### config.mk
export PLATFORM = sky130hd
export DESIGN_NAME = wsp_derive
export DESIGN_NICKNAME = d
export VERILOG_FILES = /design/src/rtl/core/wsp_pkg.sv /design/src/rtl/core/wsp_derive.sv
export SDC_FILE = /design/constraint.sdc
export NUM_CORES = 2
export LEC_CHECK = 0
export BUFFER_PORTS_ARGS = -buffer_cell sky130_fd_sc_hd__clkbuf_2
export CORE_MARGIN = 5
export CORE_UTILIZATION = 37
export CTS_BUF_LIST = sky130_fd_sc_hd__clkbuf_4
export CTS_CLUSTER_SIZE = 30
export DETAILED_ROUTE_END_ITERATION = 16
export PLACE_DENSITY = 0.63
export SLEW_MARGIN = 0
export SYNTH_ARGS = -nofsm -noshare
export SYNTH_HDL_FRONTEND = slang
export SYNTH_SLANG_ARGS = --single-unit
export TNS_END_PERCENT = 20
### constraint.sdc
create_clock -name clk_i -period 32.5 [get_ports clk_i]
set_input_delay 1.625 -clock clk_i [delete_from_list [all_inputs] [get_ports clk_i]]
set_output_delay 1.625 -clock clk_i [all_outputs]
set_load 0.005 [all_outputs]
### src/rtl/core/wsp_pkg.sv
// Shared widths, constants and types of the world-to-screen projection block.
`timescale 1ns / 1ps
`default_nettype none
package wsp_pkg;

  // Field widths
  localparam int CoordW = 32;
  localparam int AngW   = 16;
  localparam int DimW   = 14;
  localparam int OutW   = 24;

  // Camera axis coefficients, Q1.30
  localparam int CoefW   = 32;
  localparam int NumCoef = 9;
  localparam int FracQ30 = 30;

  // Focal scale, Q22.8, limited to +-2^28
  localparam int FocalW = 30;

  // Point pipeline widths
  localparam int DeltaW   = CoordW + 1;
  localparam int TermW    = 34;
  localparam int SumW     = 35;
  localparam int NumW     = SumW + FocalW;
  localparam int MagW     = 63;
  localparam int DivSteps = 26;
  localparam int RemW     = SumW;

  // Start cycle to result strobe: five front stages, the divide chain, one output stage
  localparam int PipeLat = 6 + DivSteps;

  // Register indexes
  localparam logic [2:0] RegCamX   = 3'd0;
  localparam logic [2:0] RegCamY   = 3'd1;
  localparam logic [2:0] RegCamZ   = 3'd2;
  localparam logic [2:0] RegPitch  = 3'd3;
  localparam logic [2:0] RegYaw    = 3'd4;
  localparam logic [2:0] RegFov    = 3'd5;
  localparam logic [2:0] RegWidth  = 3'd6;
  localparam logic [2:0] RegHeight = 3'd7;

  // Reset values
  localparam logic [15:0]     FovReset    = 16'd23040;
  localparam logic [DimW-1:0] WidthReset  = 14'd1920;
  localparam logic [DimW-1:0] HeightReset = 14'd1080;

  typedef logic signed [CoefW-1:0] coef_t;

  // Camera settings the axis derivation depends on
  typedef struct packed {
    logic [AngW-1:0] pitch;
    logic [AngW-1:0] yaw;
    logic [15:0]     fov;
    logic [DimW-1:0] width;
  } cam_cfg_t;

endpackage
`default_nettype wire

### src/rtl/core/wsp_derive.sv
// Camera axis and focal scale derivation: sequenced sine polynomial, products, divider.
`timescale 1ns / 1ps
`default_nettype none
module wsp_derive import wsp_pkg::*; (
  input  logic                     clk_i,
  input  logic                     rst_ni,
  input  logic                     start_i,
  input  cam_cfg_t                 cfg_i,
  output logic                     busy_o,
  output coef_t                    coef_o [NumCoef],
  output logic signed [FocalW-1:0] focal_o
);

  localparam logic [2:0] StInit = 3'd0;
  localparam logic [2:0] StSin  = 3'd2;
  localparam logic [2:0] StMul  = 3'd3;
  localparam logic [2:0] StFnum = 3'd4;
  localparam logic [2:0] StFdiv = 3'd5;
  localparam logic [2:0] StIdle = 3'd6;

  localparam int DivNumW  = 52;
  localparam int DivDenW  = 31;
  localparam int DivLast  = DivNumW - 1;
  localparam int SinLast  = 6;
  localparam int NumSines = 6;
  localparam int NumMuls  = 4;

  localparam logic [AngW-1:0] QuarterTurn = 16'd16384;

  // ceil(2^32 / 45): exact quotient for every numerator below 2^21
  localparam logic [26:0] RecipDiv45 = 27'd95443718;

  localparam logic signed [33:0] SinC1 = 34'sd1686629713;
  localparam logic signed [33:0] SinC3 = 34'sd693598668;
  localparam logic signed [33:0] SinC5 = 34'sd85569306;
  localparam logic signed [33:0] SinC7 = 34'sd5026995;
  localparam logic signed [33:0] SinC9 = 34'sd172272;

  localparam logic signed [65:0] OneQ30  = 66'sd1073741824;
  localparam logic signed [65:0] HalfQ30 = 66'sd536870912;
  localparam logic [28:0]        FocalLimit = 29'd268435456;

  // Sine slots: sin p, cos p, sin y, cos y, sin h, cos h
  localparam int SinP = 0;
  localparam int CosP = 1;
  localparam int SinY = 2;
  localparam int CosY = 3;
  localparam int SinH = 4;
  localparam int CosH = 5;

  logic [2:0]            state_q, state_d;
  logic [5:0]            cnt_q, cnt_d;
  logic [2:0]            sel_q, sel_d;
  logic [30:0]           x_q;
  logic [30:0]           x2_q;
  logic signed [33:0]    acc_q;
  logic                  neg_q;
  coef_t                 sv_q [NumSines];
  coef_t                 mr_q [NumMuls];
  logic [DivNumW-1:0]    dnum_q;
  logic [DivDenW-1:0]    drem_q;
  logic [DivDenW-1:0]    dden_q;
  logic                  fneg_q;
  logic signed [FocalW-1:0] focal_q;

  logic signed [33:0] mul_a;
  logic signed [31:0] mul_b;
  logic signed [65:0] prod;
  logic signed [65:0] prod_sh;
  logic signed [65:0] prod_rnd;
  logic signed [65:0] prod_abs;
  logic [AngW-1:0]    ang;
  logic [14:0]        rr;
  logic [DivDenW:0]   div_t;
  logic               div_ge;
  logic [DivDenW:0]   div_rem;
  logic [DivNumW-1:0] div_quo;
  logic [28:0]        focal_mag;
  coef_t              sin_m;
  logic [20:0]        h_num;
  logic [47:0]        h_prod;

  // Shared multiplier operand select
  always_comb begin
    mul_a = '0;
    mul_b = '0;
    case (state_q)
      StSin: begin
        case (cnt_q)
          6'd1: begin
            mul_a = $signed({3'b0, x_q});
            mul_b = $signed({1'b0, x_q});
          end
          6'd2: begin
            mul_a = SinC9;
            mul_b = $signed({1'b0, x2_q});
          end
          6'd3, 6'd4, 6'd5: begin
            mul_a = acc_q;
            mul_b = $signed({1'b0, x2_q});
          end
          6'd6: begin
            mul_a = acc_q;
            mul_b = $signed({1'b0, x_q});
          end
          default: ;
        endcase
      end
      StMul: begin
        case (sel_q)
          3'd0: begin
            mul_a = 34'(sv_q[CosP]);
            mul_b = sv_q[CosY];
          end
          3'd1: begin
            mul_a = 34'(sv_q[CosP]);
            mul_b = sv_q[SinY];
          end
          3'd2: begin
            mul_a = -34'(sv_q[SinP]);
            mul_b = sv_q[CosY];
          end
          default: begin
            mul_a = -34'(sv_q[SinP]);
            mul_b = sv_q[SinY];
          end
        endcase
      end
      StFnum: begin
        mul_a = $signed({13'b0, cfg_i.width, 7'b0});
        mul_b = sv_q[CosH];
      end
      default: ;
    endcase
  end

  assign prod     = mul_a * mul_b;
  assign prod_sh  = prod >>> FracQ30;
  assign prod_rnd = (prod + HalfQ30) >>> FracQ30;
  assign prod_abs = prod[65] ? -prod : prod;

  // Half field of view in angle units: (fov*16 + 22) / 45 by reciprocal multiply
  assign h_num  = {1'b0, cfg_i.fov, 4'b0} + 21'd22;
  assign h_prod = 48'(h_num) * 48'(RecipDiv45);

  // Angle for the current sine slot, folded into a quarter wave
  always_comb begin
    case (sel_q)
      3'd0:    ang = cfg_i.pitch;
      3'd1:    ang = cfg_i.pitch + QuarterTurn;
      3'd2:    ang = cfg_i.yaw;
      3'd3:    ang = cfg_i.yaw + QuarterTurn;
      3'd4:    ang = dnum_q[AngW-1:0];
      default: ang = dnum_q[AngW-1:0] + QuarterTurn;
    endcase
    rr = ang[14] ? (15'd16384 - {1'b0, ang[13:0]}) : {1'b0, ang[13:0]};
  end

  // Final sine term clamped to [0, 1.0]
  always_comb begin
    if (prod_sh < 0) begin
      sin_m = '0;
    end else if (prod_sh > OneQ30) begin
      sin_m = OneQ30[CoefW-1:0];
    end else begin
      sin_m = prod_sh[CoefW-1:0];
    end
  end

  // One restoring divide step
  assign div_t   = {drem_q, dnum_q[DivNumW-1]};
  assign div_ge  = div_t >= {1'b0, dden_q};
  assign div_rem = div_ge ? (div_t - {1'b0, dden_q}) : div_t;
  assign div_quo = {dnum_q[DivNumW-2:0], div_ge};
  assign focal_mag = (div_quo > DivNumW'(FocalLimit)) ? FocalLimit : div_quo[28:0];

  // Sequencer
  always_comb begin
    state_d = state_q;
    cnt_d   = cnt_q;
    sel_d   = sel_q;
    case (state_q)
      StInit: begin
        state_d = StSin;
        cnt_d   = '0;
        sel_d   = '0;
      end
      StSin: begin
        cnt_d = cnt_q + 6'd1;
        if (cnt_q == 6'(SinLast)) begin
          cnt_d = '0;
          if (sel_q == 3'(NumSines - 1)) begin
            state_d = StMul;
            sel_d   = '0;
          end else begin
            sel_d = sel_q + 3'd1;
          end
        end
      end
      StMul: begin
        sel_d = sel_q + 3'd1;
        if (sel_q == 3'(NumMuls - 1)) begin
          state_d = StFnum;
        end
      end
      StFnum: begin
        cnt_d = '0;
        if (sv_q[SinH][CoefW-1] || (sv_q[SinH] == '0)) begin
          state_d = StIdle;
        end else begin
          state_d = StFdiv;
        end
      end
      StFdiv: begin
        cnt_d = cnt_q + 6'd1;
        if (cnt_q == 6'(DivLast)) begin
          state_d = StIdle;
        end
      end
      StIdle: ;
      default: state_d = StInit;
    endcase
    if (start_i) begin
      state_d = StInit;
    end
  end

  always_ff @(posedge clk_i or negedge rst_ni) begin
    if (!rst_ni) begin
      state_q <= StInit;
      cnt_q   <= '0;
      sel_q   <= '0;
    end else begin
      state_q <= state_d;
      cnt_q   <= cnt_d;
      sel_q   <= sel_d;
    end
  end

  // Datapath registers
  always_ff @(posedge clk_i) begin
    case (state_q)
      StInit: begin
        dnum_q <= DivNumW'(h_prod[47:32]);
      end
      StFdiv: begin
        dnum_q <= div_quo;
        drem_q <= div_rem[DivDenW-1:0];
        if (cnt_q == 6'(DivLast)) begin
          focal_q <= fneg_q ? -$signed({1'b0, focal_mag}) : $signed({1'b0, focal_mag});
        end
      end
      StSin: begin
        case (cnt_q)
          6'd0: begin
            x_q   <= {rr, 16'b0};
            neg_q <= ang[15];
          end
          6'd1: x2_q  <= prod_sh[30:0];
          6'd2: acc_q <= prod_sh[33:0] - SinC7;
          6'd3: acc_q <= prod_sh[33:0] + SinC5;
          6'd4: acc_q <= prod_sh[33:0] - SinC3;
          6'd5: acc_q <= prod_sh[33:0] + SinC1;
          default: sv_q[sel_q] <= neg_q ? -sin_m : sin_m;
        endcase
      end
      StMul: mr_q[sel_q[1:0]] <= prod_rnd[CoefW-1:0];
      StFnum: begin
        if (sv_q[SinH][CoefW-1] || (sv_q[SinH] == '0)) begin
          focal_q <= $signed({1'b0, FocalLimit});
        end
        dnum_q <= prod_abs[DivNumW-1:0];
        drem_q <= '0;
        dden_q <= sv_q[SinH][DivDenW-1:0];
        fneg_q <= prod[65];
      end
      default: ;
    endcase
  end

  assign busy_o  = state_q != StIdle;
  assign focal_o = focal_q;

  // Forward, right (roll free, no Z), up
  assign coef_o[0] = mr_q[0];
  assign coef_o[1] = mr_q[1];
  assign coef_o[2] = sv_q[SinP];
  assign coef_o[3] = -sv_q[SinY];
  assign coef_o[4] = sv_q[CosY];
  assign coef_o[5] = '0;
  assign coef_o[6] = mr_q[2];
  assign coef_o[7] = mr_q[3];
  assign coef_o[8] = sv_q[CosP];

endmodule
`default_nettype wire
-- Yosys cells after proc, flatten, opt, wreduce, memory -nomap -nowiden
Memories as Yosys holds them, arrays and structs flattened.
Index checks and enable logic that the tools add are counted.
- $add $sub $neg: 18
- $mul: 2
- magnitude comparators: 4
- equal/unequal tests: 26
- mux-type cells: 38
- reductions and logical operators: 23
- operator list (kind ; count):
    34-bit case mux with 3 select lines ; 2
    52-bit case mux with 3 select lines ; 1
    34-bit case mux with 4 select lines ; 1
    32-bit 2-to-1 mux ; 4
    31-bit case mux with 2 select lines ; 2
    32-bit case mux with 3 select lines ; 1
    30-bit 2-to-1 mux ; 3
    16-bit case mux with 5 select lines ; 1
    34-bit by 32-bit multiplier with 66-bit output ; 1
    32-bit negator ; 2
    62-bit by 31-bit adder with 62-bit output, second input constant ; 1
    30-bit case mux with 2 select lines ; 1
    52-bit by 29-bit > comparator with 1-bit output, second input constant ; 1
    52-bit 2-to-1 mux ; 1
    52-bit negator ; 1
    16-bit by 15-bit adder with 16-bit output, second input constant ; 3
    21-bit by 26-bit multiplier with 47-bit output, second input constant ; 1
    36-bit by 32-bit > comparator with 1-bit output, second input constant ; 1
    36-bit by 1-bit < comparator with 1-bit output, second input constant ; 1
    34-bit by 27-bit adder with 34-bit output, second input constant ; 1
    34-bit by 31-bit adder with 34-bit output, second input constant ; 1
    34-bit 2-to-1 mux ; 1
    32-bit negator with 34-bit output ; 1
    34-bit by 23-bit subtractor with 34-bit output, second input constant ; 1
    40 further kinds ; 77
- flip-flop bits (word level): 238
- RAM bits: 320
- bits of input ports: 65
- output and inout port bits: 319
- logic and storage cells: 126
- memories: 2
- memories (memory ; words ; width ; rd ports ; clocked after memory_dff ; wr ports ; line ; RTL):
    sv_q ; 6 ; 32 ; 6 ; 0 ; 1 ; wsp_derive.sv:58 ; coef_t sv_q [NumSines];
    mr_q ; 4 ; 32 ; 4 ; 0 ; 1 ; wsp_derive.sv:59 ; coef_t mr_q [NumMuls];

-- Logic depth before layout (Yosys ltp)
- depth in word-level cells: 10
- mapped depth: 51
- depth with buffers taken out: 47

-- Worst setup path after synthesis
No wires, ideal clock.
- path type: flip-flop to flip-flop
- from: register cnt_q[3]
- to: memory sv_q[0][2] (netlist name) (data pin)
- setup time: 0.290 ns
- arrival time: 12.843 ns
- data required time: 32.210 ns
- slack: 19.367 ns
- cell stages (with the launch flop): 40
- path buffers: 6
- clock period less this slack: 13.133 ns
- path through: dfrtp_1 clkbuf_1 nor4b_1 nand2_1 a31oi_1 clkbuf_1 buf_1 a221o_1 nand2_1 fa_1 fa_1 inv_1 fa_1 fa_1 fa_1 fa_1 inv_1 fa_1 [4 not listed] a21o_1 a21o_1 a21o_1 o21a_1 o21ai_0 a21oi_1 a211o_1 a21o_1 xor2_1 inv_1 or3_1 nor4_4 buf_2 nand2_1 ha_1 nor2b_1 clkbuf_1 xnor2_1
- longest elaborated chain between the ends: 10
- elaborated cells on any way between the ends: 20
- classes of those cells: add/sub (1); mul (1); order compare (2); eq/ne (6); mux (7); reduce/logical (3)
- ends and longest elaborated chain (element ; line ; RTL):
    start, declared ; wsp_derive.sv:52 ; logic [5:0] cnt_q, cnt_d;
    start signal, assigned ; wsp_derive.sv:235 ; cnt_q <= cnt_d;
    6-bit by 3-bit == test with 1-bit output (tied with other cells) ; wsp_derive.sv:89 ; case (cnt_q)
    4-bit OR reduction (no line) / 2-bit OR reduction (equally long branches) ; - ;
    34-bit case mux with 3 select lines / 31-bit case mux with 2 select lines (equally long branches) ; wsp_derive.sv:89 ;
    34-bit case mux with 3 select lines / 32-bit case mux with 3 select lines (equally long branches) ; wsp_derive.sv:87 ; case (state_q)
    34-bit by 32-bit multiplier with 66-bit output * ; wsp_derive.sv:137 ; assign prod = mul_a * mul_b;
    36-bit by 32-bit > comparator with 1-bit output ; wsp_derive.sv:163 ; end else if (prod_sh > OneQ30) begin
    32-bit 2-to-1 mux ; wsp_derive.sv:163 ;
    32-bit 2-to-1 mux * ; wsp_derive.sv:161 ; if (prod_sh < 0) begin
    32-bit negator ; wsp_derive.sv:264 ; default: sv_q[sel_q] <= neg_q ? -sin_m : sin_m;
    32-bit 2-to-1 mux * ; wsp_derive.sv:264 ;
    end, declared ; wsp_derive.sv:58 ;
Mark *: on every way between the ends. The rest lies on a longest branch, timed or not.

==> flow_summary_export.csv <==
group,metric,value,unit
power,power_frac_comb,58.8,%
power,p_per_area,48.50,mW/mm²
setup_path,cp.depth,43,
floorplan,rows,165,
setup_path,crit_end,"sv_q[0][20]$_DFFE_PP_",
global_routing,gr-total-overflow,0,
setup_path,rrSetupSlack,15.46,ns
global_routing,grt_first_pass_wirelength,416900,µm
synthesis,async_flop_share,2.151,%
synthesis,syn_area,0.07511,mm²
power,switchingPower,1.949,mW
setup_path,critPathKind,"register to register",
synthesis,synth_edf_count,546,
timing,fin_crit,17.04,ns
setup_path,cp_max_fo,39,
global_routing,grt_usage,26.50,%
clock_tree,ctsHoldBuffers,0,
global_routing,antenna_found_initial,11,
setup_path,slowest_delay,1.02,ns
setup_path,cpMostUsedCell,"fa_1",
synthesis,avgSynthCellArea,9.518,µm²
synthesis,synth_cell_types,91,
synthesis,syn_inst,7891,
power,seqPwrFrac,25.5,%
route,drt_iter0_markers,5972,
timing,tightest_slew,1.332,ns
setup_path,critPathBufInv,9,
global_routing,use_met2,40.68,%
timing,hold_ws,0.4495,ns
placement,port_buffers,351,
setup_path,arrival,17.76,ns
global_routing,busiest_layer,"met2",
route,wl,281000,µm
floorplan,core-area,0.2021,mm²
clock_tree,ctsResizeCount,0,
power,p_int,2.054,mW
route,vias,60620,
synthesis,yosysSeqAreaShare,22.23,%
cells_and_area,fin_nets,9970,
clock_tree,clk_pin_slew,0.08,ns
setup_path,critical_path.top_delay_family,"simple AND/OR/NAND/NOR gates",
clock_tree,postCtsSetupBuffers,0,
setup_path,cp-end-kind,"register",
timing,final-hold-violation-count,0,
clock_tree,tritoncts,"yes",
floorplan,initial_core_util,37.16,%
setup_path,r2r-end,"sv_q[0][20]$_DFFE_PP_",
clock_tree,cts_buffers,137,
flow_run,max_cap_viol_count,0,
power,p_clk_share,15.6,%
route,drtPass1Iterations,7,
setup_path,cp_slowest_cell,"nor2b_1",
setup_path,reg2reg_from,"sv_q[0][2]$_DFFE_PP_",
cells_and_area,fin_util,40.84,%
timing,setup_violations,0,
synthesis,synth.ff_latch_count,558,
clock_tree,clock_sinks,558,
placement,place_congestion,1.008,
global_routing,grt_pass1_vias,63330,
route,ant_nets,0,
setup_path,reg2regPathDepth,43,
placement,placed_area,0.08070,mm²
cells_and_area,layout-drive-gt1-share,10.49,%
timing,grt_setup_unrepaired,"no",
timing,max_freq,58.70,MHz
setup_path,required,33.23,ns
route,wl_per_cell,25.55,µm
floorplan,die_x,460.6,µm
synthesis,synthFlopType,"edfxtp_1",
clock_tree,h-tree-depth,4,
cells_and_area,areaGrowthSynthToFinish,9.893,%
timing,fin_tns_setup,0,ns
setup_path,crit_path_start,"sv_q[0][2]$_DFFE_PP_",
placement,dpl.hpwl,226700,µm
floorplan,io_pins,384,
clock_tree,cts-root-buf,"clkbuf_4",
power,vdd_drop_max,0.08545,mV
clock_tree,cts.path.max_buffers,3,
route,route.detailed.drc,0,
timing,finClkSkew,0.1083,ns
timing,worst_slew_margin_rel,10.05,%
power,switching_share,48.68,%
worst_hold_path,min_path_type,"register to register",
synthesis,synth_warnings,0,
outcome,outcome,"completed",
setup_path,start_kind,"register",
global_routing,met3_usage,6.456,%
global_routing,grt_max_degree,70,
floorplan,dieArea,0.2121,mm²
cells_and_area,stdcell_area,0.08254,mm²
timing,finalCritPeriodShare,52.42,%
timing,finalMaxSlewViolations,0,
route,vias_per_cell,5.512,
power,p_leak,38.15,nW
floorplan,die_y,460.6,µm
clock_tree,clk_latency,1.12,ns
global_routing,grt_use_met1,32.89,%
-- cells in the mapped netlist (all sizes together), types with 10 or more instances --
cell / instances / area, µm²
o22ai: 37 / 231.5
o211a: 12 / 120.1
mux2i: 65 / 650.6
nor3: 97 / 496.7
xnor2: 203 / 1778
a22oi: 27 / 202.7
clkbuf: 315 / 1182
a222oi: 10 / 100.1
o21ai: 225 / 1126
o211ai: 36 / 270.3
nor2: 832 / 3131
nor3b: 11 / 82.58
a21boi: 16 / 120.1
a21o: 62 / 465.5
inv: 1489 / 5592
buf: 65 / 386.6
o31ai: 25 / 192.7
or4: 15 / 112.6
a221o: 54 / 540.5
nand2b: 36 / 225.2
fa: 1249 / 25000
nor2b: 24 / 150.1
nand4: 36 / 231.5
dfrtp: 12 / 300.3
a31o: 10 / 87.59
a221oi: 55 / 481.7
o21bai: 19 / 142.6
and3: 39 / 244.0
xor2: 117 / 1040
o21a: 47 / 352.8
nand2: 942 / 3536
nand3: 74 / 370.4
a311oi: 11 / 96.34
a31oi: 31 / 193.9
or2: 17 / 106.4
and2: 65 / 406.6
nor4: 46 / 309.0
a211o: 10 / 87.58
a2111oi: 11 / 108.9
edfxtp: 546 / 16400
a21oi: 267 / 1348
or3: 36 / 225.2
a211oi: 36 / 275.3
ha: 447 / 5593
-- kinds of logic after synthesis --
| logic type | count (synthesis) | share of synthesized area (%) |
|---|---|---|
| flops | 558 | 22.23 |
| simple gates | 2291 | 13.06 |
| compound gates | 1080 | 9.702 |
| fa+ha+maj | 1696 | 40.74 |
| mux | 71 | 0.9562 |
| xor+xnor | 320 | 3.751 |
| buf+inv | 1874 | 9.559 |
| other cells | 1 | 0.004993 |
-- power by group through the flow --
stage / registers (mW) / logic, mW / clock network [mW]
after floorplan: 0.984 / 1.45 / 0
after global placement: 1.03 / 2.26 / 0
after detailed placement: 1.03 / 2.29 / 0
after CTS: 1.02 / 2.32 / 0.641
after global routing: 1.02 / 2.54 / 0.675
final: 1.02 / 2.36 / 0.625
-- flip-flops by register name (all words and copies together), names as in the netlist --
name and cells:
acc_q 34, cnt_q 6, dden_q 31, dnum_q 52
drem_q 31, fneg_q 1, focal_o 30, mr_q 128
neg_q 1, sel_q 3, state_q 3, sv_q 192
x2_q 31, x_q 15
-- worst reg2reg max path: cells and delay by family, from the launching register on --
| family | cells | cell delay (ns) |
|---|---|---|
| adders and majority gates | 10 | 5.34 |
| and+or+nand+nor | 15 | 5.80 |
| buffers and inverters | 9 | 2.23 |
| xor gates and xnor gates | 1 | 0.14 |
| AOI/OAI and AO/OA | 8 | 2.70 |
| DFF | 1 | 0.45 |
-- per-stage QoR --
step / std cells / setup WS (ns) / power (mW)
after floorplan: 7922 / 19.37 / 2.436
after global placement: 10740 / 16.12 / 3.300
after detailed placement: 10740 / 15.89 / 3.325
after CTS: 10990 / 15.76 / 3.976
after global routing: 10990 / 14.78 / 4.238
final: 11000 / 15.46 / 4.003
-- worst min path at each step --
stage	startpoint	to	slack (ns)	cells after the start
floorplan	sv_q[4][16]$_DFFE_PP_	dden_q[16]$_DFFE_PP_	0.43	0
global placement	sv_q[4][1]$_DFFE_PP_	dden_q[1]$_DFFE_PP_	0.43	0
detailed placement	sv_q[4][25]$_DFFE_PP_	dden_q[25]$_DFFE_PP_	0.44	0
CTS	rst_ni	state_q[2]$_DFFE_PN0P_	0.35	1
global route	rst_ni	sel_q[0]$_DFFE_PN0P_	0.38	1
finish	sv_q[4][1]$_DFFE_PP_	dden_q[1]$_DFFE_PP_	0.45	0
-- area by class of cell --
class | count | area (µm²)
well taps | 2672 | 3343
clock inverters | 56 | 400.4
inverters | 1494 | 5615
repair buffers | 528 | 3085
fillers | 19740 | 119600
multi-input cells | 5490 | 51960
diodes | 12 | 30.03
flip-flops and latches | 558 | 16700
clock buffers | 188 | 1411
-- placed cells by master, fill, tap and decap left out, types with 65 or more instances in the layout --
cell and count:
clkbuf_2 351, inv_1 1475, fa_1 1249, nand2_1 941
ha_1 447, xor2_1 112, nor3_1 93, nand3_1 74
o21ai_0 184, a21oi_1 262, buf_4 177, clkbuf_4 188
nor2_1 818, edfxtp_1 546, mux2i_1 65, xnor2_1 202
-- routing by layer --
metal | vias up | part of all wire (%)
met5 | - | 0.014
met4 | 6 | 8.7
met3 | 830 | 9.8
met2 | 3320 | 44
met1 | 30480 | 37
li1 | 25980 | -
Power figures use the tool's default switching activity.
